### src/hw/rtl/bootp_crs_pkg.sv
`default_nettype none

package bootp_crs_pkg;

    // field widths fixed by the exchange format
    localparam int ACT_W      = 2;
    localparam int JIT_W      = 5;
    localparam int XID_W      = 32;
    localparam int HWT_W      = 8;
    localparam int HWL_W      = 3;
    localparam int RX_HWL_W   = 8;
    localparam int ADDR_W     = 48;
    localparam int HW_BYTES   = 6;
    localparam int TAG_W      = 3;
    localparam int EV_W       = 3;
    localparam int SECS_W     = 16;
    localparam int ATT_W      = 8;
    localparam int GATHER_W   = 16;
    localparam int WAIT_W     = 10;
    localparam int TICKS_W    = 11;
    localparam int SUB_W      = 4;
    localparam int CFG_IDX_W  = 3;
    localparam int CFG_DATA_W = 48;

    // ticks per second, minus one, for the seconds prescaler
    localparam logic [SUB_W-1:0] SUB_LAST = SUB_W'(10 - 1);

    typedef enum logic [ACT_W-1:0] {
        ACT_START  = 2'd0,
        ACT_TICK   = 2'd1,
        ACT_REPLY  = 2'd2,
        ACT_UNUSED = 2'd3
    } t_action;

    typedef enum logic [EV_W-1:0] {
        EV_NONE          = 3'd0,
        EV_SEND          = 3'd1,
        EV_KEPT          = 3'd2,
        EV_DONE_ANSWERED = 3'd3,
        EV_DONE_TIMEOUT  = 3'd4
    } t_event;

    typedef enum logic [1:0] {
        PH_IDLE = 2'd0,
        PH_WAIT = 2'd1,
        PH_DONE = 2'd2
    } t_phase;

    typedef enum logic [1:0] {
        K_NOP   = 2'd0,
        K_START = 2'd1,
        K_TICK  = 2'd2,
        K_REPLY = 2'd3
    } t_kind;

    typedef enum logic [CFG_IDX_W-1:0] {
        CFG_HW_TYPE      = 3'd0,
        CFG_HW_LEN       = 3'd1,
        CFG_HW_ADDR      = 3'd2,
        CFG_RETRY_LIMIT  = 3'd3,
        CFG_GATHER_LIMIT = 3'd4,
        CFG_XID_START    = 3'd5
    } t_cfg_idx;

    typedef struct packed {
        logic [HWT_W-1:0]    hw_type;
        logic [HWL_W-1:0]    hw_len;
        logic [ADDR_W-1:0]   hw_addr;
        logic [ATT_W-1:0]    retry_limit;
        logic [GATHER_W-1:0] gather_limit;
        logic [XID_W-1:0]    xid_start;
    } t_cfg;

    // classified request handed from front to back
    typedef struct packed {
        t_kind                    kind;
        logic signed [JIT_W-1:0]  jitter;
        logic [XID_W-1:0]         rx_xid;
        logic                     fields_ok;
        logic [TAG_W-1:0]         tags;
        logic                     complete;
    } t_item;

    typedef struct packed {
        t_event             event_res;
        logic [XID_W-1:0]   xid;
        logic [SECS_W-1:0]  secs;
        logic [ATT_W-1:0]   attempt;
    } t_result;

endpackage

`default_nettype wire

### src/hw/rtl/bootp_crs_if.sv
`default_nettype none

interface bootp_crs_in_if;
    logic                                        valid;
    logic                                        ready;
    logic [bootp_crs_pkg::ACT_W-1:0]             action;
    logic signed [bootp_crs_pkg::JIT_W-1:0]      jitter;
    logic [bootp_crs_pkg::XID_W-1:0]             rx_xid;
    logic                                        rx_your_addr_set;
    logic                                        rx_client_addr_set;
    logic [bootp_crs_pkg::HWT_W-1:0]             rx_hw_type;
    logic [bootp_crs_pkg::RX_HWL_W-1:0]          rx_hw_len;
    logic [bootp_crs_pkg::ADDR_W-1:0]            rx_hw_addr;
    logic [bootp_crs_pkg::TAG_W-1:0]             rx_tags;
    logic                                        rx_too_short;

    modport source (
        output valid, action, jitter, rx_xid, rx_your_addr_set, rx_client_addr_set,
               rx_hw_type, rx_hw_len, rx_hw_addr, rx_tags, rx_too_short,
        input  ready
    );
    modport sink (
        input  valid, action, jitter, rx_xid, rx_your_addr_set, rx_client_addr_set,
               rx_hw_type, rx_hw_len, rx_hw_addr, rx_tags, rx_too_short,
        output ready
    );
endinterface

interface bootp_crs_out_if;
    logic                                valid;
    logic                                ready;
    logic [bootp_crs_pkg::EV_W-1:0]      event_res;
    logic [bootp_crs_pkg::XID_W-1:0]     xid;
    logic [bootp_crs_pkg::SECS_W-1:0]    secs;
    logic [bootp_crs_pkg::ATT_W-1:0]     attempt;

    modport source (output valid, event_res, xid, secs, attempt, input ready);
    modport sink (input valid, event_res, xid, secs, attempt, output ready);
endinterface

interface bootp_crs_cfg_if;
    logic                                   valid;
    logic                                   ready;
    logic [bootp_crs_pkg::CFG_IDX_W-1:0]    index;
    logic [bootp_crs_pkg::CFG_DATA_W-1:0]   data;

    modport source (output valid, index, data, input ready);
    modport sink (input valid, index, data, output ready);
endinterface

`default_nettype wire

### src/hw/rtl/bootp_crs_front.sv
`default_nettype none

module bootp_crs_front #(
    parameter int JITTER_TICKS = 10,
    parameter int TAG_COUNT    = 3
) (
    bootp_crs_in_if.sink          i_in,
    input  wire bootp_crs_pkg::t_cfg  i_cfg,
    input  wire                   i_full,
    output logic                  o_push,
    output bootp_crs_pkg::t_item  o_item
);

    localparam logic [bootp_crs_pkg::TAG_W-1:0] WANTED =
        (TAG_COUNT >= 3) ? 3'b111 : bootp_crs_pkg::TAG_W'((1 << TAG_COUNT) - 1);

    logic signed [7:0]                      w_jx;
    logic signed [7:0]                      w_jmax;
    logic signed [7:0]                      w_jcl;
    logic [bootp_crs_pkg::HW_BYTES-1:0]     w_byte_ok;
    logic [bootp_crs_pkg::TAG_W-1:0]        w_tags;

    // accept whenever the queue has room
    assign i_in.ready = !i_full;
    assign o_push     = i_in.valid && !i_full;

    // clamp jitter to the allowed span
    always_comb begin
        w_jx   = {{3{i_in.jitter[bootp_crs_pkg::JIT_W-1]}}, i_in.jitter};
        w_jmax = $signed(8'(JITTER_TICKS));
        if (w_jx > w_jmax) begin
            w_jcl = w_jmax;
        end else if (w_jx < -w_jmax) begin
            w_jcl = -w_jmax;
        end else begin
            w_jcl = w_jx;
        end
    end

    // hardware address compare, low bytes first, only the first hw_len bytes
    always_comb begin
        for (int b = 0; b < bootp_crs_pkg::HW_BYTES; b++) begin
            w_byte_ok[b] = (i_in.rx_hw_addr[8*b +: 8] == i_cfg.hw_addr[8*b +: 8])
                        || (bootp_crs_pkg::HWL_W'(b) >= i_cfg.hw_len);
        end
    end

    assign w_tags = i_in.rx_tags & WANTED;

    // classify the request
    always_comb begin
        o_item.jitter    = w_jcl[bootp_crs_pkg::JIT_W-1:0];
        o_item.rx_xid    = i_in.rx_xid;
        o_item.fields_ok = (i_in.rx_your_addr_set || i_in.rx_client_addr_set)
                        && (i_in.rx_hw_type == i_cfg.hw_type)
                        && (i_in.rx_hw_len == {5'b0, i_cfg.hw_len})
                        && (&w_byte_ok);
        o_item.tags      = w_tags;
        o_item.complete  = ($countones(w_tags) == TAG_COUNT);
        unique case (bootp_crs_pkg::t_action'(i_in.action))
            bootp_crs_pkg::ACT_START: o_item.kind = bootp_crs_pkg::K_START;
            bootp_crs_pkg::ACT_TICK:  o_item.kind = bootp_crs_pkg::K_TICK;
            bootp_crs_pkg::ACT_REPLY: o_item.kind = i_in.rx_too_short ?
                                                    bootp_crs_pkg::K_NOP :
                                                    bootp_crs_pkg::K_REPLY;
            default:                  o_item.kind = bootp_crs_pkg::K_NOP;
        endcase
    end

endmodule

`default_nettype wire

### src/hw/rtl/bootp_crs_queue.sv
`default_nettype none

module bootp_crs_queue (
    input  wire                   i_clk,
    input  wire                   i_rst_n,
    input  wire                   i_push,
    input  wire bootp_crs_pkg::t_item i_item,
    input  wire                   i_pop,
    output logic                  o_valid,
    output logic                  o_full,
    output bootp_crs_pkg::t_item  o_item
);

    localparam int DEPTH = 2;
    localparam int PTR_W = $clog2(DEPTH);

    bootp_crs_pkg::t_item   r_mem [DEPTH];
    logic [PTR_W-1:0]       r_wr;
    logic [PTR_W-1:0]       r_rd;
    logic [PTR_W:0]         r_count;
    logic [PTR_W-1:0]       n_wr;
    logic [PTR_W-1:0]       n_rd;
    logic [PTR_W:0]         n_count;

    assign o_valid = (r_count != '0);
    assign o_full  = (r_count == (PTR_W+1)'(DEPTH));
    assign o_item  = r_mem[r_rd];

    // pointer and fill update
    always_comb begin
        n_wr    = r_wr;
        n_rd    = r_rd;
        n_count = r_count;
        if (i_push) begin
            n_wr = (r_wr == PTR_W'(DEPTH - 1)) ? '0 : r_wr + 1'b1;
        end
        if (i_pop) begin
            n_rd = (r_rd == PTR_W'(DEPTH - 1)) ? '0 : r_rd + 1'b1;
        end
        if (i_push && !i_pop) begin
            n_count = r_count + 1'b1;
        end else if (!i_push && i_pop) begin
            n_count = r_count - 1'b1;
        end
    end

    always_ff @(posedge i_clk) begin
        if (!i_rst_n) begin
            r_wr    <= '0;
            r_rd    <= '0;
            r_count <= '0;
        end else begin
            r_wr    <= n_wr;
            r_rd    <= n_rd;
            r_count <= n_count;
        end
    end

    // entry storage
    always_ff @(posedge i_clk) begin
        if (i_push) begin
            r_mem[r_wr] <= i_item;
        end
    end

endmodule

`default_nettype wire

### src/hw/rtl/bootp_crs_back.sv
`default_nettype none

module bootp_crs_back #(
    parameter int INITIAL_WAIT_TICKS = 40,
    parameter int MAX_WAIT_TICKS     = 640
) (
    input  wire                       i_clk,
    input  wire                       i_rst_n,
    input  wire bootp_crs_pkg::t_cfg  i_cfg,
    input  wire                       i_q_valid,
    input  wire bootp_crs_pkg::t_item i_item,
    output logic                      o_q_pop,
    input  wire                       i_out_ready,
    output logic                      o_out_valid,
    output bootp_crs_pkg::t_result    o_result
);

    localparam int WW = bootp_crs_pkg::WAIT_W;
    localparam int TW = bootp_crs_pkg::TICKS_W;
    localparam logic [WW-1:0] INIT_WAIT = WW'(INITIAL_WAIT_TICKS);
    localparam logic [WW:0]   MAX_WAIT  = (WW+1)'(MAX_WAIT_TICKS);

    bootp_crs_pkg::t_phase                  r_phase, n_phase;
    logic [bootp_crs_pkg::ATT_W-1:0]        r_attempt, n_attempt;
    logic [WW-1:0]                          r_wait, n_wait;
    logic [TW-1:0]                          r_ticks, n_ticks;
    logic [bootp_crs_pkg::GATHER_W-1:0]     r_gather, n_gather;
    logic                                   r_have, n_have;
    logic [bootp_crs_pkg::TAG_W-1:0]        r_saved, n_saved;
    logic [bootp_crs_pkg::XID_W-1:0]        r_xid, n_xid;
    logic [bootp_crs_pkg::SUB_W-1:0]        r_sub, n_sub;
    logic [bootp_crs_pkg::SECS_W-1:0]       r_secs, n_secs;
    logic                                   r_out_valid, n_out_valid;
    bootp_crs_pkg::t_result                 r_out, n_out;

    logic                                   w_step;
    logic                                   w_waiting;
    logic [TW-1:0]                          w_ticks_dec;
    logic [bootp_crs_pkg::GATHER_W-1:0]     w_gather_inc;
    logic [WW:0]                            w_dbl;
    logic [WW-1:0]                          w_dbl_cap;
    logic [WW-1:0]                          w_arm_wait;
    logic [TW-1:0]                          w_arm;
    logic                                   w_match;
    logic                                   w_retry;
    logic                                   w_save;
    bootp_crs_pkg::t_event                  w_event;

    // wait plus jitter, never below one tick
    function automatic logic [TW-1:0] f_arm(input logic [WW-1:0] wl,
                                            input logic signed [bootp_crs_pkg::JIT_W-1:0] j);
        logic signed [TW:0] t;
        t = $signed({2'b00, wl}) + {{(TW+1-bootp_crs_pkg::JIT_W){j[bootp_crs_pkg::JIT_W-1]}}, j};
        if (t < (TW+1)'(1)) begin
            t = (TW+1)'(1);
        end
        return t[TW-1:0];
    endfunction

    // one request per cycle whenever the result register frees up
    assign w_step    = i_q_valid && (!r_out_valid || i_out_ready);
    assign o_q_pop   = w_step;
    assign w_waiting = (r_phase == bootp_crs_pkg::PH_WAIT);

    // shared arithmetic
    assign w_ticks_dec  = (r_ticks != '0) ? r_ticks - 1'b1 : r_ticks;
    assign w_gather_inc = (&r_gather) ? r_gather : r_gather + 1'b1;
    assign w_dbl        = {r_wait, 1'b0};
    assign w_dbl_cap    = (w_dbl >= MAX_WAIT) ? MAX_WAIT[WW-1:0] : w_dbl[WW-1:0];
    assign w_arm_wait   = (i_item.kind == bootp_crs_pkg::K_START) ? INIT_WAIT : w_dbl_cap;
    assign w_arm        = f_arm(w_arm_wait, i_item.jitter);
    assign w_match      = i_item.fields_ok && (i_item.rx_xid == r_xid);

    // decide the event for this request
    always_comb begin
        w_event = bootp_crs_pkg::EV_NONE;
        w_retry = 1'b0;
        w_save  = 1'b0;
        unique case (i_item.kind)
            bootp_crs_pkg::K_START: begin
                w_event = bootp_crs_pkg::EV_SEND;
            end
            bootp_crs_pkg::K_TICK: begin
                if (w_waiting) begin
                    priority if (r_have && (w_gather_inc >= i_cfg.gather_limit)) begin
                        w_event = bootp_crs_pkg::EV_DONE_ANSWERED;
                    end else if (w_ticks_dec != '0) begin
                        w_event = bootp_crs_pkg::EV_NONE;
                    end else if (r_attempt >= i_cfg.retry_limit) begin
                        w_event = r_have ? bootp_crs_pkg::EV_DONE_ANSWERED :
                                           bootp_crs_pkg::EV_DONE_TIMEOUT;
                    end else begin
                        w_event = bootp_crs_pkg::EV_SEND;
                        w_retry = 1'b1;
                    end
                end
            end
            bootp_crs_pkg::K_REPLY: begin
                if (w_waiting && w_match) begin
                    if (!r_have || ((i_item.tags & ~r_saved) != '0)) begin
                        w_save = 1'b1;
                    end
                    if (i_item.complete) begin
                        w_event = bootp_crs_pkg::EV_DONE_ANSWERED;
                    end else if (!r_have || ((i_item.tags & ~r_saved) != '0)) begin
                        w_event = bootp_crs_pkg::EV_KEPT;
                    end
                end
            end
            default: begin
                w_event = bootp_crs_pkg::EV_NONE;
            end
        endcase
    end

    // next phase
    always_comb begin
        n_phase = r_phase;
        if (w_step) begin
            if (i_item.kind == bootp_crs_pkg::K_START) begin
                n_phase = bootp_crs_pkg::PH_WAIT;
            end else if (w_event == bootp_crs_pkg::EV_DONE_ANSWERED ||
                         w_event == bootp_crs_pkg::EV_DONE_TIMEOUT) begin
                n_phase = bootp_crs_pkg::PH_DONE;
            end
        end
    end

    // exchange counters
    always_comb begin
        n_attempt = r_attempt;
        n_wait    = r_wait;
        n_ticks   = r_ticks;
        n_gather  = r_gather;
        n_have    = r_have;
        n_saved   = r_saved;
        n_xid     = r_xid;
        n_sub     = r_sub;
        n_secs    = r_secs;
        if (w_step) begin
            if (i_item.kind == bootp_crs_pkg::K_START) begin
                n_attempt = '0;
                n_wait    = INIT_WAIT;
                n_ticks   = w_arm;
                n_gather  = '0;
                n_have    = 1'b0;
                n_saved   = '0;
                n_xid     = i_cfg.xid_start;
                n_sub     = '0;
                n_secs    = '0;
            end else if (i_item.kind == bootp_crs_pkg::K_TICK && w_waiting) begin
                if (r_sub == bootp_crs_pkg::SUB_LAST) begin
                    n_sub  = '0;
                    n_secs = (&r_secs) ? r_secs : r_secs + 1'b1;
                end else begin
                    n_sub = r_sub + 1'b1;
                end
                n_ticks = w_ticks_dec;
                if (r_have) begin
                    n_gather = w_gather_inc;
                end
                if (w_retry) begin
                    n_wait    = w_dbl_cap;
                    n_xid     = r_xid + 1'b1;
                    n_attempt = r_attempt + 1'b1;
                    n_ticks   = w_arm;
                end
            end
            if (w_save) begin
                n_have  = 1'b1;
                n_saved = i_item.tags;
            end
        end
    end

    // result register
    always_comb begin
        n_out       = r_out;
        n_out_valid = r_out_valid && !i_out_ready;
        if (w_step) begin
            n_out_valid     = 1'b1;
            n_out.event_res = w_event;
            if (w_event == bootp_crs_pkg::EV_NONE) begin
                n_out.xid     = '0;
                n_out.secs    = '0;
                n_out.attempt = '0;
            end else begin
                n_out.xid     = n_xid;
                n_out.secs    = n_secs;
                n_out.attempt = n_attempt;
            end
        end
    end

    always_ff @(posedge i_clk) begin
        if (!i_rst_n) begin
            r_phase     <= bootp_crs_pkg::PH_IDLE;
            r_out_valid <= 1'b0;
        end else begin
            r_phase     <= n_phase;
            r_out_valid <= n_out_valid;
        end
    end

    always_ff @(posedge i_clk) begin
        r_attempt <= n_attempt;
        r_wait    <= n_wait;
        r_ticks   <= n_ticks;
        r_gather  <= n_gather;
        r_have    <= n_have;
        r_saved   <= n_saved;
        r_xid     <= n_xid;
        r_sub     <= n_sub;
        r_secs    <= n_secs;
        r_out     <= n_out;
    end

    assign o_out_valid = r_out_valid;
    assign o_result    = r_out;

endmodule

`default_nettype wire

### src/hw/rtl/bootp_client_retry_and_reply_select_top.sv
`default_nettype none

// BOOTP client exchange sequencer. Each request on i_in is a start, a 100 ms
// tick or a parsed reply, and yields exactly one result on o_out: an event code
// (nothing, send request, reply kept, done answered, done timeout) with the
// current transaction id, whole seconds since start and send index. The block
// takes one request per clock cycle sustained while o_out is ready; an
// accepted request passes through the queue before its result is registered.
// A front stage classifies requests (jitter clamp, address and field
// compares, tag mask) into a two-entry queue; the back stage updates the
// exchange state once per request and holds the result in an output register,
// so up to two more requests are taken while a result waits. Registers are
// written through i_cfg, which is always ready, and should be changed only
// while no request is in flight.
module bootp_client_retry_and_reply_select_top #(
    parameter int INITIAL_WAIT_TICKS = 40,
    parameter int MAX_WAIT_TICKS     = 640,
    parameter int JITTER_TICKS       = 10,
    parameter int TAG_COUNT          = 3
) (
    input  wire              i_clk,
    input  wire              i_rst_n,
    bootp_crs_in_if.sink     i_in,
    bootp_crs_out_if.source  o_out,
    bootp_crs_cfg_if.sink    i_cfg
);

    bootp_crs_pkg::t_cfg     r_cfg;
    bootp_crs_pkg::t_item    w_front_item;
    bootp_crs_pkg::t_item    w_q_item;
    bootp_crs_pkg::t_result  w_result;
    logic                    w_push;
    logic                    w_pop;
    logic                    w_q_valid;
    logic                    w_q_full;
    logic                    w_out_valid;

    // configuration registers
    assign i_cfg.ready = 1'b1;

    always_ff @(posedge i_clk) begin
        if (!i_rst_n) begin
            r_cfg.hw_type      <= 8'd1;
            r_cfg.hw_len       <= 3'd6;
            r_cfg.hw_addr      <= '0;
            r_cfg.retry_limit  <= 8'd3;
            r_cfg.gather_limit <= 16'd20;
            r_cfg.xid_start    <= '0;
        end else if (i_cfg.valid) begin
            unique case (bootp_crs_pkg::t_cfg_idx'(i_cfg.index))
                bootp_crs_pkg::CFG_HW_TYPE:      r_cfg.hw_type      <= i_cfg.data[7:0];
                bootp_crs_pkg::CFG_HW_LEN:       r_cfg.hw_len       <= i_cfg.data[2:0];
                bootp_crs_pkg::CFG_HW_ADDR:      r_cfg.hw_addr      <= i_cfg.data[47:0];
                bootp_crs_pkg::CFG_RETRY_LIMIT:  r_cfg.retry_limit  <= i_cfg.data[7:0];
                bootp_crs_pkg::CFG_GATHER_LIMIT: r_cfg.gather_limit <= i_cfg.data[15:0];
                bootp_crs_pkg::CFG_XID_START:    r_cfg.xid_start    <= i_cfg.data[31:0];
                default: begin
                end
            endcase
        end
    end

    // request classification
    bootp_crs_front #(
        .JITTER_TICKS (JITTER_TICKS),
        .TAG_COUNT    (TAG_COUNT)
    ) u_front (
        .i_in   (i_in),
        .i_cfg  (r_cfg),
        .i_full (w_q_full),
        .o_push (w_push),
        .o_item (w_front_item)
    );

    // decoupling queue
    bootp_crs_queue u_queue (
        .i_clk   (i_clk),
        .i_rst_n (i_rst_n),
        .i_push  (w_push),
        .i_item  (w_front_item),
        .i_pop   (w_pop),
        .o_valid (w_q_valid),
        .o_full  (w_q_full),
        .o_item  (w_q_item)
    );

    // exchange state and result register
    bootp_crs_back #(
        .INITIAL_WAIT_TICKS (INITIAL_WAIT_TICKS),
        .MAX_WAIT_TICKS     (MAX_WAIT_TICKS)
    ) u_back (
        .i_clk       (i_clk),
        .i_rst_n     (i_rst_n),
        .i_cfg       (r_cfg),
        .i_q_valid   (w_q_valid),
        .i_item      (w_q_item),
        .o_q_pop     (w_pop),
        .i_out_ready (o_out.ready),
        .o_out_valid (w_out_valid),
        .o_result    (w_result)
    );

    assign o_out.valid     = w_out_valid;
    assign o_out.event_res = w_result.event_res;
    assign o_out.xid       = w_result.xid;
    assign o_out.secs      = w_result.secs;
    assign o_out.attempt   = w_result.attempt;

endmodule

`default_nettype wire

### src/flat_wrapper.sv
// flat-port wrapper written by rule: the top's interface ports become plain ports
module bootp_client_retry_and_reply_select_top_flat 
#(
    parameter int INITIAL_WAIT_TICKS = 40,
    parameter int MAX_WAIT_TICKS     = 640,
    parameter int JITTER_TICKS       = 10,
    parameter int TAG_COUNT          = 3
)
  (i_clk, i_rst_n, i_in_valid, i_in_action, i_in_jitter, i_in_rx_xid, i_in_rx_your_addr_set, i_in_rx_client_addr_set, i_in_rx_hw_type, i_in_rx_hw_len, i_in_rx_hw_addr, i_in_rx_tags, i_in_rx_too_short, i_in_ready, o_out_valid, o_out_event_res, o_out_xid, o_out_secs, o_out_attempt, o_out_ready, i_cfg_valid, i_cfg_index, i_cfg_data, i_cfg_ready);
  bootp_crs_in_if i_in_i ();
  bootp_crs_out_if o_out_i ();
  bootp_crs_cfg_if i_cfg_i ();
  input  wire i_clk;
  input  wire i_rst_n;
  input wire logic [$bits(i_in_i.valid)-1:0] i_in_valid;
  input wire logic [$bits(i_in_i.action)-1:0] i_in_action;
  input wire logic [$bits(i_in_i.jitter)-1:0] i_in_jitter;
  input wire logic [$bits(i_in_i.rx_xid)-1:0] i_in_rx_xid;
  input wire logic [$bits(i_in_i.rx_your_addr_set)-1:0] i_in_rx_your_addr_set;
  input wire logic [$bits(i_in_i.rx_client_addr_set)-1:0] i_in_rx_client_addr_set;
  input wire logic [$bits(i_in_i.rx_hw_type)-1:0] i_in_rx_hw_type;
  input wire logic [$bits(i_in_i.rx_hw_len)-1:0] i_in_rx_hw_len;
  input wire logic [$bits(i_in_i.rx_hw_addr)-1:0] i_in_rx_hw_addr;
  input wire logic [$bits(i_in_i.rx_tags)-1:0] i_in_rx_tags;
  input wire logic [$bits(i_in_i.rx_too_short)-1:0] i_in_rx_too_short;
  output wire logic [$bits(i_in_i.ready)-1:0] i_in_ready;
  output wire logic [$bits(o_out_i.valid)-1:0] o_out_valid;
  output wire logic [$bits(o_out_i.event_res)-1:0] o_out_event_res;
  output wire logic [$bits(o_out_i.xid)-1:0] o_out_xid;
  output wire logic [$bits(o_out_i.secs)-1:0] o_out_secs;
  output wire logic [$bits(o_out_i.attempt)-1:0] o_out_attempt;
  input wire logic [$bits(o_out_i.ready)-1:0] o_out_ready;
  input wire logic [$bits(i_cfg_i.valid)-1:0] i_cfg_valid;
  input wire logic [$bits(i_cfg_i.index)-1:0] i_cfg_index;
  input wire logic [$bits(i_cfg_i.data)-1:0] i_cfg_data;
  output wire logic [$bits(i_cfg_i.ready)-1:0] i_cfg_ready;
  assign i_in_i.valid = i_in_valid;
  assign i_in_i.action = i_in_action;
  assign i_in_i.jitter = i_in_jitter;
  assign i_in_i.rx_xid = i_in_rx_xid;
  assign i_in_i.rx_your_addr_set = i_in_rx_your_addr_set;
  assign i_in_i.rx_client_addr_set = i_in_rx_client_addr_set;
  assign i_in_i.rx_hw_type = i_in_rx_hw_type;
  assign i_in_i.rx_hw_len = i_in_rx_hw_len;
  assign i_in_i.rx_hw_addr = i_in_rx_hw_addr;
  assign i_in_i.rx_tags = i_in_rx_tags;
  assign i_in_i.rx_too_short = i_in_rx_too_short;
  assign i_in_ready = i_in_i.ready;
  assign o_out_valid = o_out_i.valid;
  assign o_out_event_res = o_out_i.event_res;
  assign o_out_xid = o_out_i.xid;
  assign o_out_secs = o_out_i.secs;
  assign o_out_attempt = o_out_i.attempt;
  assign o_out_i.ready = o_out_ready;
  assign i_cfg_i.valid = i_cfg_valid;
  assign i_cfg_i.index = i_cfg_index;
  assign i_cfg_i.data = i_cfg_data;
  assign i_cfg_ready = i_cfg_i.ready;
  bootp_client_retry_and_reply_select_top #(.INITIAL_WAIT_TICKS(INITIAL_WAIT_TICKS), .MAX_WAIT_TICKS(MAX_WAIT_TICKS), .JITTER_TICKS(JITTER_TICKS), .TAG_COUNT(TAG_COUNT)) u_core (.i_clk(i_clk), .i_rst_n(i_rst_n), .i_in(i_in_i), .o_out(o_out_i), .i_cfg(i_cfg_i));
endmodule
### config.mk
export PLATFORM = sky130hd
export DESIGN_NAME = bootp_client_retry_and_reply_select_top_flat
export DESIGN_NICKNAME = d
export VERILOG_FILES = /design/src/hw/rtl/bootp_crs_pkg.sv /design/src/hw/rtl/bootp_crs_if.sv /design/src/hw/rtl/bootp_crs_front.sv /design/src/hw/rtl/bootp_crs_queue.sv /design/src/hw/rtl/bootp_crs_back.sv /design/src/hw/rtl/bootp_client_retry_and_reply_select_top.sv /design/src/flat_wrapper.sv
export SDC_FILE = /design/constraint.sdc
export NUM_CORES = 1
export LEC_CHECK = 0
export ABC_CLOCK_PERIOD_IN_PS = 5740
export BUFFER_PORTS_ARGS = -buffer_cell sky130_fd_sc_hd__buf_2
export CAP_MARGIN = 20
export CORE_UTILIZATION = 46
export DETAILED_ROUTE_END_ITERATION = 12
export GPL_TIMING_DRIVEN = 0
export MAX_ROUTING_LAYER = met4
export PLACE_DENSITY = 0.7
export SKIP_LAST_GASP = 1
export SLEW_MARGIN = 0
export SYNTH_ARGS = -nofsm -noshare
export SYNTH_HDL_FRONTEND = slang
export SYNTH_SLANG_ARGS = --single-unit
### constraint.sdc
create_clock -name i_clk -period 5.74 [get_ports i_clk]
set_input_delay 1.148 -clock i_clk [delete_from_list [all_inputs] [get_ports i_clk]]
set_output_delay 1.148 -clock i_clk [all_outputs]
set_load 0.01 [all_outputs]
After elaboration in Yosys (flattened, before gate mapping)
Memories as Yosys holds them, arrays and structs flattened. A register that Yosys moved wholly into a read port is not among the register bits.
Index checks and enable logic that the tools add are counted.

storage, ports and cells
  bits in registers = 282
  RAM bits = 88
  input bits = 165
  output and inout port bits = 62
  logic and storage cells = 194
  memories kept = 1

memory list
  name                  words  width  rd ports  clocked after memory_dff  write ports  RTL line               text
  u_core.u_queue.r_mem  2      44     1         1                         1            bootp_crs_queue.sv:17  bootp_crs_pkg::t_item r_mem [DEPTH];

operators by class
  $add $sub $neg = 13
  order comparisons = 12
  equal/unequal tests = 25
  muxes and demuxes = 62
  bitwise gates (word level) = 2
  reduce and logical (&&, ||, !) cells = 55

operator list
  cell                   count
  $mux 16                8
  $mux 32                4
  $eq 8x8->1             7
  $mux 11                5
  $mux 10                4
  $add 16x1->16 const B  2
  $add 32x1->32 const B  1
  $eq 32x32->1           1
  $mux 8                 4
  $reduce_and 16->1      2
  $reduce_bool 11->1     2
  $mux 3                 7
  $reduce_and 2->1       9
  $ge 16x16->1           1
  $mux 1                 16
  $mux 2                 8
  $reduce_bool 2->1      7
  $add 11x5->12          1
  $eq 3x2->1 const B     4
  $logic_and 1x1->1      12
  $lt 12x2->1 const B    1
  $ge 11x10->1 const B   1
  $sub 11x1->11 const B  1
  $logic_or 1x1->1       10
  31 further kinds       51

Depth between registers and ports, before layout
Gate-level depths: netlist of run 1.

  word-level depth = 12
  depth in mapped cells = 22
  depth with buffers taken out = 17

Hierarchy
From an unflattened synthesis of run 1, not the netlist that was laid out.

second synthesis, totals
  cell total of the unflattened synthesis = 1,744
  area, all modules = 18,205.0 µm²

by module, submodules not included
  module                                   instances  cells an instance  area an instance (µm²)  seq. area each (µm²)
  bootp_crs_back                           1          1,000              9,303.9                 4,214.0
  bootp_client_retry_and_reply_select_top  1          440                4,376.7                 2,302.2
  bootp_crs_queue                          1          159                3,409.5                 2,742.6
  bootp_crs_front                          1          145                1,114.8                 0.0

Worst setup path before layout of run 1
Ideal clock, no wire load.

  path type = register to register
  start = register u_core.u_back.r_gather[3] in the netlist's numbering
  end = register u_core.u_back.r_out, in the netlist u_core.u_back.o_result[36] (data pin)
  library setup time = 184 ps
  arrival = 4,404 ps
  required time = 5,556 ps
  slack = 1,152 ps
  stages on the path, launching flop included = 20
  buffers on the path = 3
  period minus slack after synthesis = 4,588 ps
  cells stage by stage = edfxtp_1 -> and3_1 -> clkbuf_1 -> nand4_1 -> nor3_1 -> nand3_1 -> and3_1 -> clkbuf_1 -> nand2_1 -> xnor2_1 -> ha_1 -> o21a_1 -> o211ai_1 -> nand2_1 -> a31o_2 -> buf_1 -> a2111oi_4 -> and3_4 -> nor3_2 -> a2111oi_4

on the way
  cells in the longest elaborated chain, start to end = 11
  elaborated cells on any way between the ends = 16
  those cells by class = 1 x add/sub; 1 x order compare; 11 x mux; 3 x reduce/logical

ends and longest elaborated chain
  item                                                       RTL line               text
  start: declaration                                         bootp_crs_back.sv:27   logic [bootp_crs_pkg::GATHER_W-1:0] r_gather, n_gather;
  start signal: assignment                                   bootp_crs_back.sv:209  r_gather <= n_gather;
  $add 16x1->16 / $reduce_and 16->1 (equally long branches)  bootp_crs_back.sv:67   assign w_gather_inc = (&r_gather) ? r_gather : r_gather + 1'b1;
  $mux 16 (*)                                                bootp_crs_back.sv:67
  net u_core.u_back.w_gather_inc (one bit)                   bootp_crs_back.sv:39   logic [bootp_crs_pkg::GATHER_W-1:0] w_gather_inc;
  $ge 16x16->1 (*)                                           bootp_crs_back.sv:85   priority if (r_have && (w_gather_inc >= i_cfg.gather_limit)) begin
  $logic_and 1x1->1 (*)                                      bootp_crs_back.sv:85
  $mux 1                                                     bootp_crs_back.sv:85
  $mux 1                                                     bootp_crs_back.sv:84   if (w_waiting) begin
  $mux 1                                                     bootp_crs_back.sv:79   unique case (i_item.kind)
  $mux 32                                                    bootp_crs_back.sv:162  if (w_retry) begin
  $mux 32                                                    bootp_crs_back.sv:151  end else if (i_item.kind == bootp_crs_pkg::K_TICK && w_waiting) begin
  $mux 32                                                    bootp_crs_back.sv:141  if (i_item.kind == bootp_crs_pkg::K_START) begin
  $mux 32                                                    bootp_crs_back.sv:140  if (w_step) begin
  end signal: assignment                                     bootp_crs_back.sv:215  r_out <= n_out;
  end: declaration                                           bootp_crs_back.sv:34   bootp_crs_pkg::t_result r_out, n_out;

Mark *: on every way through the listed nets, which the timed path passes. The rest lies on a longest branch.
A chain may end at the register's enable or synchronous reset.

==> flow_metrics.tcl, run 1 <==
set metrics [dict create \
    status "complete, no violations" \
    netSwitchingPower_mw 2.99 \
    grt_first_pass_wirelength_um 74800 \
    drc 0 \
    crit_fanout 28 \
    tightestPinTransition_ns 1.05 \
    routabilityCongestion 0.962 \
    dp.cells 2489 \
    antenna_found_initial 3 \
    cts_buffer_depth 3 \
    crit_family "buffers and inverters" \
    fill_cells 3387 \
    clk_pin_slew_worst_paths_ns 0.06 \
    drt_iter0_drc 1137 \
    p_seq_share_pct 42.3 \
    critical_path_class "flip-flop to flip-flop" \
    synth_edf_count 189 \
    io_pins 227 \
    core_sq_mm 0.0378 \
    startpoint_type "flip-flop" \
    end_kind "flip-flop" \
    required_ns 6.00 \
    die_x_um 198 \
    path_cells "clkbuf_4 > o32a_1 > clkbuf_1 > buf_1 > clkbuf_1 > nand3_1 > inv_1 > ha_1 > a21o_1 > a21oi_1 > o21ai_0 > a21oi_1 > xor2_1 > nand4_1 > o211ai_1 > o21ai_0" \
    grt_use_met1_pct 31.6 \
    pre_cts_ws_ns -0.502 \
    grtUsageMet2_pct 41.2 \
    synth_area_per_cell_sq_um 10.1 \
    grt_busiest_layer "met2" \
    synth_nets 1959 \
    rsz0062_at_grt "false" \
    cts_tree "built" \
    grt_pass1_vias 14000 \
    drv_slew 0 \
    leakage_nw 7.64 \
    combPwrFrac_pct 30.1 \
    num_vias 14100 \
    max_cap_viol_count 0 \
    final_cells 2560 \
    start_util_pct 46.9 \
    ant_nets 0 \
    synthCells 1751 \
    synth_area_leaders "edfxtp_1 32%, dfxtp_1 20%, nand2_1 6.0%, a21boi_0 4.6%, xnor2_1 4.6%" \
    grt_start_max_net_pins 42 \
    yosysWarnings 0 \
    fin_crit_sh_pct 91.3 \
    cts_max_level 2 \
    rows 71 \
    ys_ff_latch 368 \
    grt-ovfl-total 0 \
    yosysSeqAreaShare_pct 52.1 \
    synth-main-ff-cell "edfxtp_1" \
    synth.distinct_cells 83 \
    first_pass_iters 6 \
    crit_path_max_incr_delay_ns 0.52 \
    ir_worst_vdd_v 0.000281 \
    power_frac_clock_pct 27.7 \
    max_freq_mhz 191 \
    finalSetupViolations 0 \
    die_area_sq_mm 0.0394 \
    grt.total_usage_pct 25.4 \
    skew_ns 0.0293 \
    syn_area_sq_mm 0.0178 \
    finalHoldViolations 0 \
    io_buffers 222 \
    final_nets 2227 \
    hp-class "flip-flop to flip-flop" \
    slowest_stage "buf_1" \
    cts_buffers 38 \
    powerDensity_mw_per_mm2 417 \
    fin_crit_ns 5.24 \
    dieHeight_um 198 \
    wl_per_cell_um 18.9 \
    yosys.area.top_type_share_pct 32.0 \
    whs_ns 0.466 \
    clock-sinks 368 \
    layout-drive-gt1-share_pct 16.4 \
    grt_use_met3_pct 4.41 \
    fin_ws_ns 0.500 \
    cp.buffers_inverters 5 \
    crit_arrival_ns 5.50 \
    relSlewSlack_pct 30.1 \
    switching_share_pct 34.4 \
    finalWirelength_um 48400 \
    clock-root-buffer "clkbuf_16" \
    synthToLayoutAreaGrowth_pct 17.4 \
    synth_top_area_cell "edfxtp_1" \
    synthArstFlopShare_pct 0 \
    dp_hpwl_um 36700 \
    p_int_mw 5.69 \
    vias_per_cell 5.52 \
    clock_latency_ns 0.54 \
]
==> state kept, by name (all words and copies together) (netlist names), named ones only <==
signal                     cells
u_core.u_back.r_gather        16
u_core.u_back.o_out_valid      1
u_core.u_queue.r_rd            1
u_core.u_queue.r_mem          88
u_core.u_queue.r_count         2
u_core.u_back.o_result        59
u_core.u_back.r_wait           7
u_core.u_back.r_phase          2
u_core.u_back.r_secs          16
u_core.u_back.r_saved          3
u_core.u_back.r_sub            4
u_core.u_back.r_xid           32
u_core.u_queue.r_wr            1
u_core.u_back.r_attempt        8
u_core.u_back.r_have           1
u_core.r_cfg                 115
u_core.u_back.r_ticks         11
==> final cells by class <==
class | instances | area, sq um | area share [%]
plain buffers | 88 | 359 | 1.72
flip-flops and latches | 368 | 9260 | 44.4
diodes | 2 | 5.00 | 0.0240
well taps | 511 | 639 | 3.07
repair buffers | 231 | 1220 | 5.84
inverters | 64 | 240 | 1.15
multi-input cells | 1228 | 7920 | 38.0
clock buffers | 51 | 1050 | 5.04
clock inverters | 17 | 146 | 0.702
==> timing repair <==
item,in CTS,in global routing
hold buffers,0,0
pin swaps,0,4
endpoints found under the setup margin,11,58
buffers inserted,0,4
gates resized for setup,0,4
==> kinds of logic (layout without fill, tap and decap cells) <==
family	Yosys count	in the layout	share of synthesized area [%]
AOI/OAI and AO/OA	348	348	14.6
other	1	3	0.0211
adders and majority gates	43	43	3.11
and+or+nand+nor	660	660	17.7
buffers and inverters	155	451	3.42
muxes	45	45	2.56
xor gates and xnor gates	131	131	6.46
DFF	368	368	52.1
==> synthesized netlist by cell type (all sizes together), types with 39 or more instances <==
| library cell | instances |
|---|---|
| nor2 | 95 |
| o21ai | 40 |
| a21oi | 50 |
| xnor2 | 94 |
| nor3 | 48 |
| inv | 63 |
| nand2 | 285 |
| nand3 | 46 |
| and2 | 39 |
| dfxtp | 179 |
| edfxtp | 189 |
| clkbuf | 72 |
| mux2i | 41 |
| ha | 41 |
| a21boi | 110 |
==> path summary, 6_finish.rpt <==
kind	start	end	slack [ns]	depth (start not counted)
max reg2reg	flip-flop	u_core.u_back.r_ticks[2]	0.50	16
min reg2reg	u_core.r_cfg[42]	u_core.r_cfg[42]	0.47	2
max	flip-flop	u_core.u_back.r_ticks[2]	0.50	16
min	u_core.r_cfg[42]	u_core.r_cfg[42]	0.47	2
==> cell usage in the layout (no fill, tap or decap), types with 10 or more instances in the layout <==
cell type / n
or3_1: 11
nor2b_1: 12
a21oi_1: 49
buf_2: 230
o21a_1: 11
a211oi_1: 15
xnor2_1: 94
nor4_1: 25
nand2_1: 285
a31oi_1: 11
ha_1: 41
and2_1: 39
inv_1: 62
dfxtp_1: 179
nor2_1: 94
mux2i_1: 41
o211ai_1: 11
o21ai_0: 39
edfxtp_1: 189
clkbuf_1: 79
nor3_1: 46
a21boi_0: 110
nand4_1: 28
and3_1: 30
clkbuf_16: 39
o22ai_1: 10
xor2_1: 37
nand3_1: 45
==> per-stage QoR <==
stage          util, %  area (sq um)  TNS (ns)  total power [mW]
2_1_floorplan        -         17800         0              5.31
3_3_place_gp      51.6         19500     -3.67              6.22
3_5_place_dp      51.8         19600     -3.76              6.29
4_1_cts           54.9         20800         0              8.68
5_1_grt           55.1         20800         0              9.09
6_report          55.1         20800         0              8.68
==> worst reg2reg max path: cells and delay by family, from the launching register on <==
kind	cells	cell delay, ns
AOI/OAI and AO/OA	7	1.77
adders and majority gates	1	0.23
DFF	1	0.35
and+or+nand+nor	2	0.43
xor gates and xnor gates	1	0.22
buffers and inverters	5	1.98
==> metal layers <==
layer / wire (um) / part of all wire, %
met1: 20400 / 42
met2: 22900 / 47
met3: 3370 / 7.0
met4: 1830 / 3.8
met5: 0 / 0
==> power by group through the flow <==
stage | clock, mW | combinational (mW) | sequential, mW
2_1_floorplan | 0 | 1.56 | 3.74
3_3_place_gp | 0 | 2.49 | 3.73
4_1_cts | 2.44 | 2.58 | 3.67
3_5_place_dp | 0 | 2.57 | 3.72
6_report | 2.40 | 2.61 | 3.67
5_1_grt | 2.55 | 2.83 | 3.71
No activity file was read; power rests on OpenSTA's default activity.
==> run 2, diff against run 1 <==
--- a/config.mk
+++ b/config.mk
@@ -8,11 +8,11 @@
 export ABC_CLOCK_PERIOD_IN_PS = 5740
 export BUFFER_PORTS_ARGS = -buffer_cell sky130_fd_sc_hd__buf_2
 export CAP_MARGIN = 20
-export CORE_UTILIZATION = 46
+export CORE_UTILIZATION = 45
 export DETAILED_ROUTE_END_ITERATION = 12
 export GPL_TIMING_DRIVEN = 0
 export MAX_ROUTING_LAYER = met4
-export PLACE_DENSITY = 0.7
+export PLACE_DENSITY = 0.69
 export SKIP_LAST_GASP = 1
 export SLEW_MARGIN = 0
 export SYNTH_ARGS = -nofsm -noshare
==> flow_metrics.tcl, run 2 (synthesis gave the netlist of run 1 again) <==
set metrics [dict create \
    fin_ws_ns 0.433 \
    clock_latency_ns 0.55 \
    hold_buffers 0 \
    io_pins 227 \
    cts_buffer_depth 3 \
    regMostFlops "u_core.r_cfg" \
    die_x_um 201 \
    drc 0 \
    max_cap_viol_count 0 \
    tightestPinTransition_ns 1.02 \
    end_kind "flip-flop" \
    io_buffers 222 \
    grt_start_max_net_pins 42 \
    fin_util_pct 54.2 \
    first_pass_iters 5 \
    vias_per_cell 5.50 \
    grt.total_usage_pct 24.8 \
    layout_commonest_cell "nand2_1" \
    required_ns 6.01 \
    fin_crit_ns 5.31 \
    final_cells 2581 \
    reg2reg_slack_ns 0.43 \
    holdPathEnd "u_core.r_cfg[53]" \
    crit_fanout 28 \
    die_area_sq_mm 0.0403 \
    clock-sinks 368 \
    ant_nets 0 \
    fin_crit_sh_pct 92.5 \
    max_freq_mhz 188 \
    final_nets 2232 \
    fin_setup_tns_ns 0 \
    min_from "u_core.r_cfg[53]" \
    skew_ns 0.0173 \
    core_sq_mm 0.0388 \
    crit_arrival_ns 5.58 \
    hp-class "flip-flop to flip-flop" \
    leakage_nw 7.74 \
    dp_hpwl_um 37000 \
    finalHoldViolations 0 \
    num_vias 14200 \
    clk_pin_slew_worst_paths_ns 0.06 \
    grt_first_pass_wirelength_um 75800 \
    largest_register_ffs 115 \
    powerDensity_mw_per_mm2 422 \
    layout-drive-gt1-share_pct 16.9 \
    rsz0062_at_grt "false" \
    cts_max_level 2 \
    rows 72 \
    ir_worst_vdd_v 0.000283 \
    clock-root-buffer "clkbuf_16" \
    reg2reg_depth 16 \
    drt_iter0_drc 1107 \
    critical_path_class "flip-flop to flip-flop" \
    r2r-end "u_core.u_back.r_ticks[3]" \
    startpoint_type "flip-flop" \
    drv_slew 0 \
    grt_pass1_vias 13900 \
    dieHeight_um 201 \
    synthToLayoutAreaGrowth_pct 18.5 \
    p_total_mw 8.89 \
    antenna_found_initial 9 \
    pre_cts_ws_ns -0.509 \
    wl_per_cell_um 19.0 \
    routabilityCongestion 0.948 \
    finalWirelength_um 49000 \
    cts_buffers 40 \
    status "complete, no violations" \
    dp.cells 2496 \
    relSlewSlack_pct 32.2 \
    cts_tree "built" \
    layout_common_cells "285 x nand2_1, 230 x buf_2, 189 x edfxtp_1" \
    fill_cells 3446 \
    whs_path_depth 2 \
    finalSetupViolations 0 \
    start_util_pct 45.7 \
    grt-ovfl-total 0 \
]
-- run 2: cell types whose count changed in the layout (fill, tap and decap cells not counted), moves of 2 or more --
| cell | previous run | this run |
|---|---|---|
| buf_4 | 8 | 11 |
| clkbuf_1 | 79 | 76 |
| clkbuf_16 | 39 | 42 |
| clkbuf_8 | 3 | 10 |
| clkinv_2 | 6 | 4 |
| clkinvlp_4 | 2 | 0 |
| diode_2 | 2 | 8 |
-- run 2: cell type report --
cell class	count	area, sq um	area share (%)
Buffer	88	359	1.71
Clock inverter	15	134	0.636
Multi-Input combinational cell	1228	7930	37.7
Clock buffer	58	1210	5.75
Antenna cell	8	20.0	0.0951
Inverter	64	240	1.14
Sequential cell	368	9260	44.0
Tap cell	518	648	3.08
Timing Repair Buffer	234	1240	5.91
-- run 2: layer usage --
layer	vias to the layer above	part of all wire [%]	global-route usage, %
li1	6838	-	-
met1	6762	42	30.5
met4	0	3.5	9.13
met5	-	0	-
met2	491	48	41.0
met3	109	6.3	4.16
-- run 2: power by group --
group	switching, mW	leakage, nW	internal, mW
sequential	0.299	3.25	3.37
clock	1.05	0.666	1.56
combinational	1.67	3.82	0.947
-- run 2: stage by stage --
step                      instance area [sq um]  hold slack (ns)
after global routing                      21000            0.494
after global placement                    19500            0.455
after detailed placement                  19600            0.461
after CTS                                 21000            0.469
final                                     21000            0.470
after floorplan                           17800            0.439
-- run 2: critical path: stages, from the launching register on --
cell and delay, ns:
dfxtp_1 0.35, clkbuf_4 0.44, o32a_1 0.48, clkbuf_1 0.44, buf_1 0.53, clkbuf_1 0.47, nand3_1 0.28, inv_1 0.12
ha_1 0.22, a21o_1 0.19, a21oi_1 0.26, o21ai_0 0.13, a21oi_1 0.18, xor2_1 0.21, nand4_1 0.13, o211ai_1 0.47
o2bb2ai_1 0.16
-- run 2: worst max path at each step --
stage | endpoint | slack [ns]
final | u_core.u_back.r_ticks[3] | 0.43
after global routing | u_core.u_back.r_ticks[2] | 0.07
after CTS | u_core.u_back.o_result[43] | 0.02
after detailed placement | u_core.u_back.r_ticks[3] | -0.51
after global placement | u_core.u_back.o_result[27] | -0.65
after floorplan | u_core.u_back.o_result[36] | 1.15
-- run 2: timing repair --
action | in CTS | in global routing
endpoints found under the setup margin | 13 | 66
buffers inserted | 2 | 5
gates resized for setup | 1 | 4
pin swaps | 1 | 2
==> run 3, diff against run 2 <==
--- a/config.mk
+++ b/config.mk
@@ -13,6 +13,7 @@
 export GPL_TIMING_DRIVEN = 0
 export MAX_ROUTING_LAYER = met4
 export PLACE_DENSITY = 0.69
+export REMOVE_ABC_BUFFERS = 1
 export SKIP_LAST_GASP = 1
 export SLEW_MARGIN = 0
 export SYNTH_ARGS = -nofsm -noshare
==> flow_metrics.tcl, run 3 (synthesis gave the netlist of run 1 again) <==
set metrics [dict create \
    layout_commonest_cell "nand2_1" \
    max_cap_viol_count 0 \
    cp.buffers_inverters 0 \
    p_seq_share_pct 43.4 \
    top_layer "met4" \
    io_pins 227 \
    switching_share_pct 33.2 \
    wl_per_cell_um 17.9 \
    required_ns 6.03 \
    skew_ns 0.0171 \
    whs_path_depth 2 \
    clk_pin_slew_worst_paths_ns 0.07 \
    final_cells 2496 \
    clock_latency_ns 0.55 \
    crit_family "simple AND/OR/NAND/NOR gates" \
    fill_cells 3446 \
    grt-ovfl-total 0 \
    path_cells "and3_1 > nand4_1 > nor3_2 > nand3_1 > and4_1 > nand3_1 > xnor2_1 > ha_1 > a21oi_1 > o21a_1 > o221ai_1 > a31o_2 > o21bai_1 > o2111a_1 > nand3_1 > and2_1" \
    finalHoldViolations 0 \
    layout-drive-gt1-share_pct 17.8 \
    antenna_found_initial 3 \
    rows 72 \
    multi_input_area_sq_mm 0.00794 \
    grt.total_usage_pct 22.6 \
    first_pass_iters 5 \
    num_vias 13700 \
    netSwitchingPower_mw 2.90 \
    dp.cells 2421 \
    core_sq_mm 0.0388 \
    finalSetupViolations 0 \
    largest_register_ffs 115 \
    clock-root-buffer "clkbuf_16" \
    hold_buffers 0 \
    tightestPinTransition_ns 0.983 \
    wl_met3_um 2540 \
    routedLengthMet1_um 19400 \
    p_total_mw 8.75 \
    cpMostUsedCell "nand3_1" \
    holdPathEnd "u_core.r_cfg[35]" \
    final_area_sq_mm 0.0208 \
    grt_pass1_vias 13300 \
    crit_path_max_incr_delay_ns 0.72 \
    pre_cts_ws_ns 0.337 \
    final-seq-area_sq_mm 0.00926 \
    ant_nets 0 \
    fin_crit_ns 5.30 \
    p_int_mw 5.85 \
    rsz0062_at_grt "false" \
    crit_arrival_ns 5.60 \
    io_buffers 225 \
    final_nets 2152 \
    cts_max_level 2 \
    start_util_pct 45.7 \
    combPwrFrac_pct 26.9 \
    die_x_um 201 \
    r2r_start "u_core.u_back.r_gather[3]" \
    r2r-end "u_core.u_back.o_result[41]" \
    leakage_nw 7.65 \
    wl_met2_um 21400 \
    critical_path_class "flip-flop to flip-flop" \
    grt_first_pass_wirelength_um 70200 \
    end_kind "flip-flop" \
    fin_setup_tns_ns 0 \
    status "complete, no violations" \
    grt_start_max_net_pins 114 \
    cts_tree "built" \
    min_from "u_core.r_cfg[35]" \
    crit_fanout 18 \
    drt_iter0_drc 951 \
    placed_area_sq_mm 0.0195 \
    relSlewSlack_pct 34.3 \
    fin_ws_ns 0.436 \
    reg2reg_slack_ns 0.44 \
    synthToLayoutAreaGrowth_pct 17.3 \
    startpoint_type "flip-flop" \
    finalWirelength_um 44700 \
    die_area_sq_mm 0.0403 \
    cts_buffers 38 \
    vias_per_cell 5.50 \
    dieHeight_um 201 \
    cts_buffer_depth 3 \
    regMostFlops "u_core.r_cfg" \
    power_frac_clock_pct 29.7 \
    routabilityCongestion 0.903 \
    hp-class "flip-flop to flip-flop" \
    fin_crit_sh_pct 92.4 \
    clock-sinks 368 \
    layout_common_cells "285 x nand2_1, 226 x buf_2, 189 x edfxtp_1" \
    ir_worst_vdd_v 0.000294 \
    drv_slew 0 \
    reg2reg_depth 16 \
    powerDensity_mw_per_mm2 420 \
    dp_hpwl_um 31900 \
    max_freq_mhz 189 \
    drc 0 \
    slowest_stage "nand3_1" \
]
run 3: changes by cell type in the layout (fill, tap and decap cells not counted), sizes merged:
cell	before	now
clkbuf	130	52
buf	250	244
diode	8	4
bufinv	2	4
clkinvlp	0	2
inv	66	65
run 3: worst max-delay path by stage:
stage	start	end	slack [ns]	cells after the start
finish	u_core.u_back.r_gather[3]	u_core.u_back.o_result[41]	0.44	16
global route	u_core.u_back.r_gather[3]	u_core.u_back.o_result[30]	0.01	20
CTS	u_core.u_back.r_gather[3]	u_core.u_back.o_result[41]	0.26	16
detailed placement	u_core.u_back.r_gather[3]	u_core.u_back.o_result[41]	0.34	16
global placement	flip-flop	u_core.u_back.o_result[42]	-3.73	5
floorplan	flip-flop	u_core.u_back.r_ticks[0]	-0.26	13
run 3: timing repair:
action                                  4_1_cts  5_1_grt
resized for setup                             0        1
setup buffers                                 0        0
endpoints found under the setup margin        0       33
run 3: metal layers:
| layer | vias to the layer above | track usage [%] |
|---|---|---|
| met1 | 6561 | 28.4 |
| met2 | 412 | 36.6 |
| met4 | 0 | 8.23 |
| met3 | 79 | 3.81 |
| met5 | - | - |
| li1 | 6668 | - |
run 3: power by group through the flow:
stage	registers [mW]	logic [mW]	clock network [mW]
global placement	3.88	2.20	0
finish	3.79	2.35	2.60
global route	3.84	2.58	2.74
detailed placement	3.83	2.32	0
CTS	3.78	2.34	2.64
floorplan	3.82	1.42	0
run 3: per-stage QoR:
stage | hold slack [ns] | util [%]
after floorplan | 0.439 | -
final | 0.462 | 53.7
after global routing | 0.487 | 53.6
after CTS | 0.466 | 53.6
after global placement | 0.456 | 49.4
after detailed placement | 0.457 | 50.2
run 3: final cells by class:
| type | count | share of cell area, % |
|---|---|---|
| sequential | 368 | 44.5 |
| antenna | 4 | 0.0481 |
| timing repair buffer | 244 | 6.73 |
| inverter | 64 | 1.18 |
| clock buffer | 52 | 5.32 |
| tap | 518 | 3.11 |
| multi-input combinational | 1228 | 38.1 |
| clock inverter | 18 | 1.03 |
run 3: worst reg2reg max path, stage by stage (launching register included):
cell and delay, ns:
edfxtp_1 0.39, and3_1 0.28, nand4_1 0.23, nor3_2 0.36, nand3_1 0.28, and4_1 0.36, nand3_1 0.12, xnor2_1 0.20
ha_1 0.31, a21oi_1 0.13, o21a_1 0.12, o221ai_1 0.16, a31o_2 0.41, o21bai_1 0.21, o2111a_1 0.26, nand3_1 0.72
and2_1 0.52
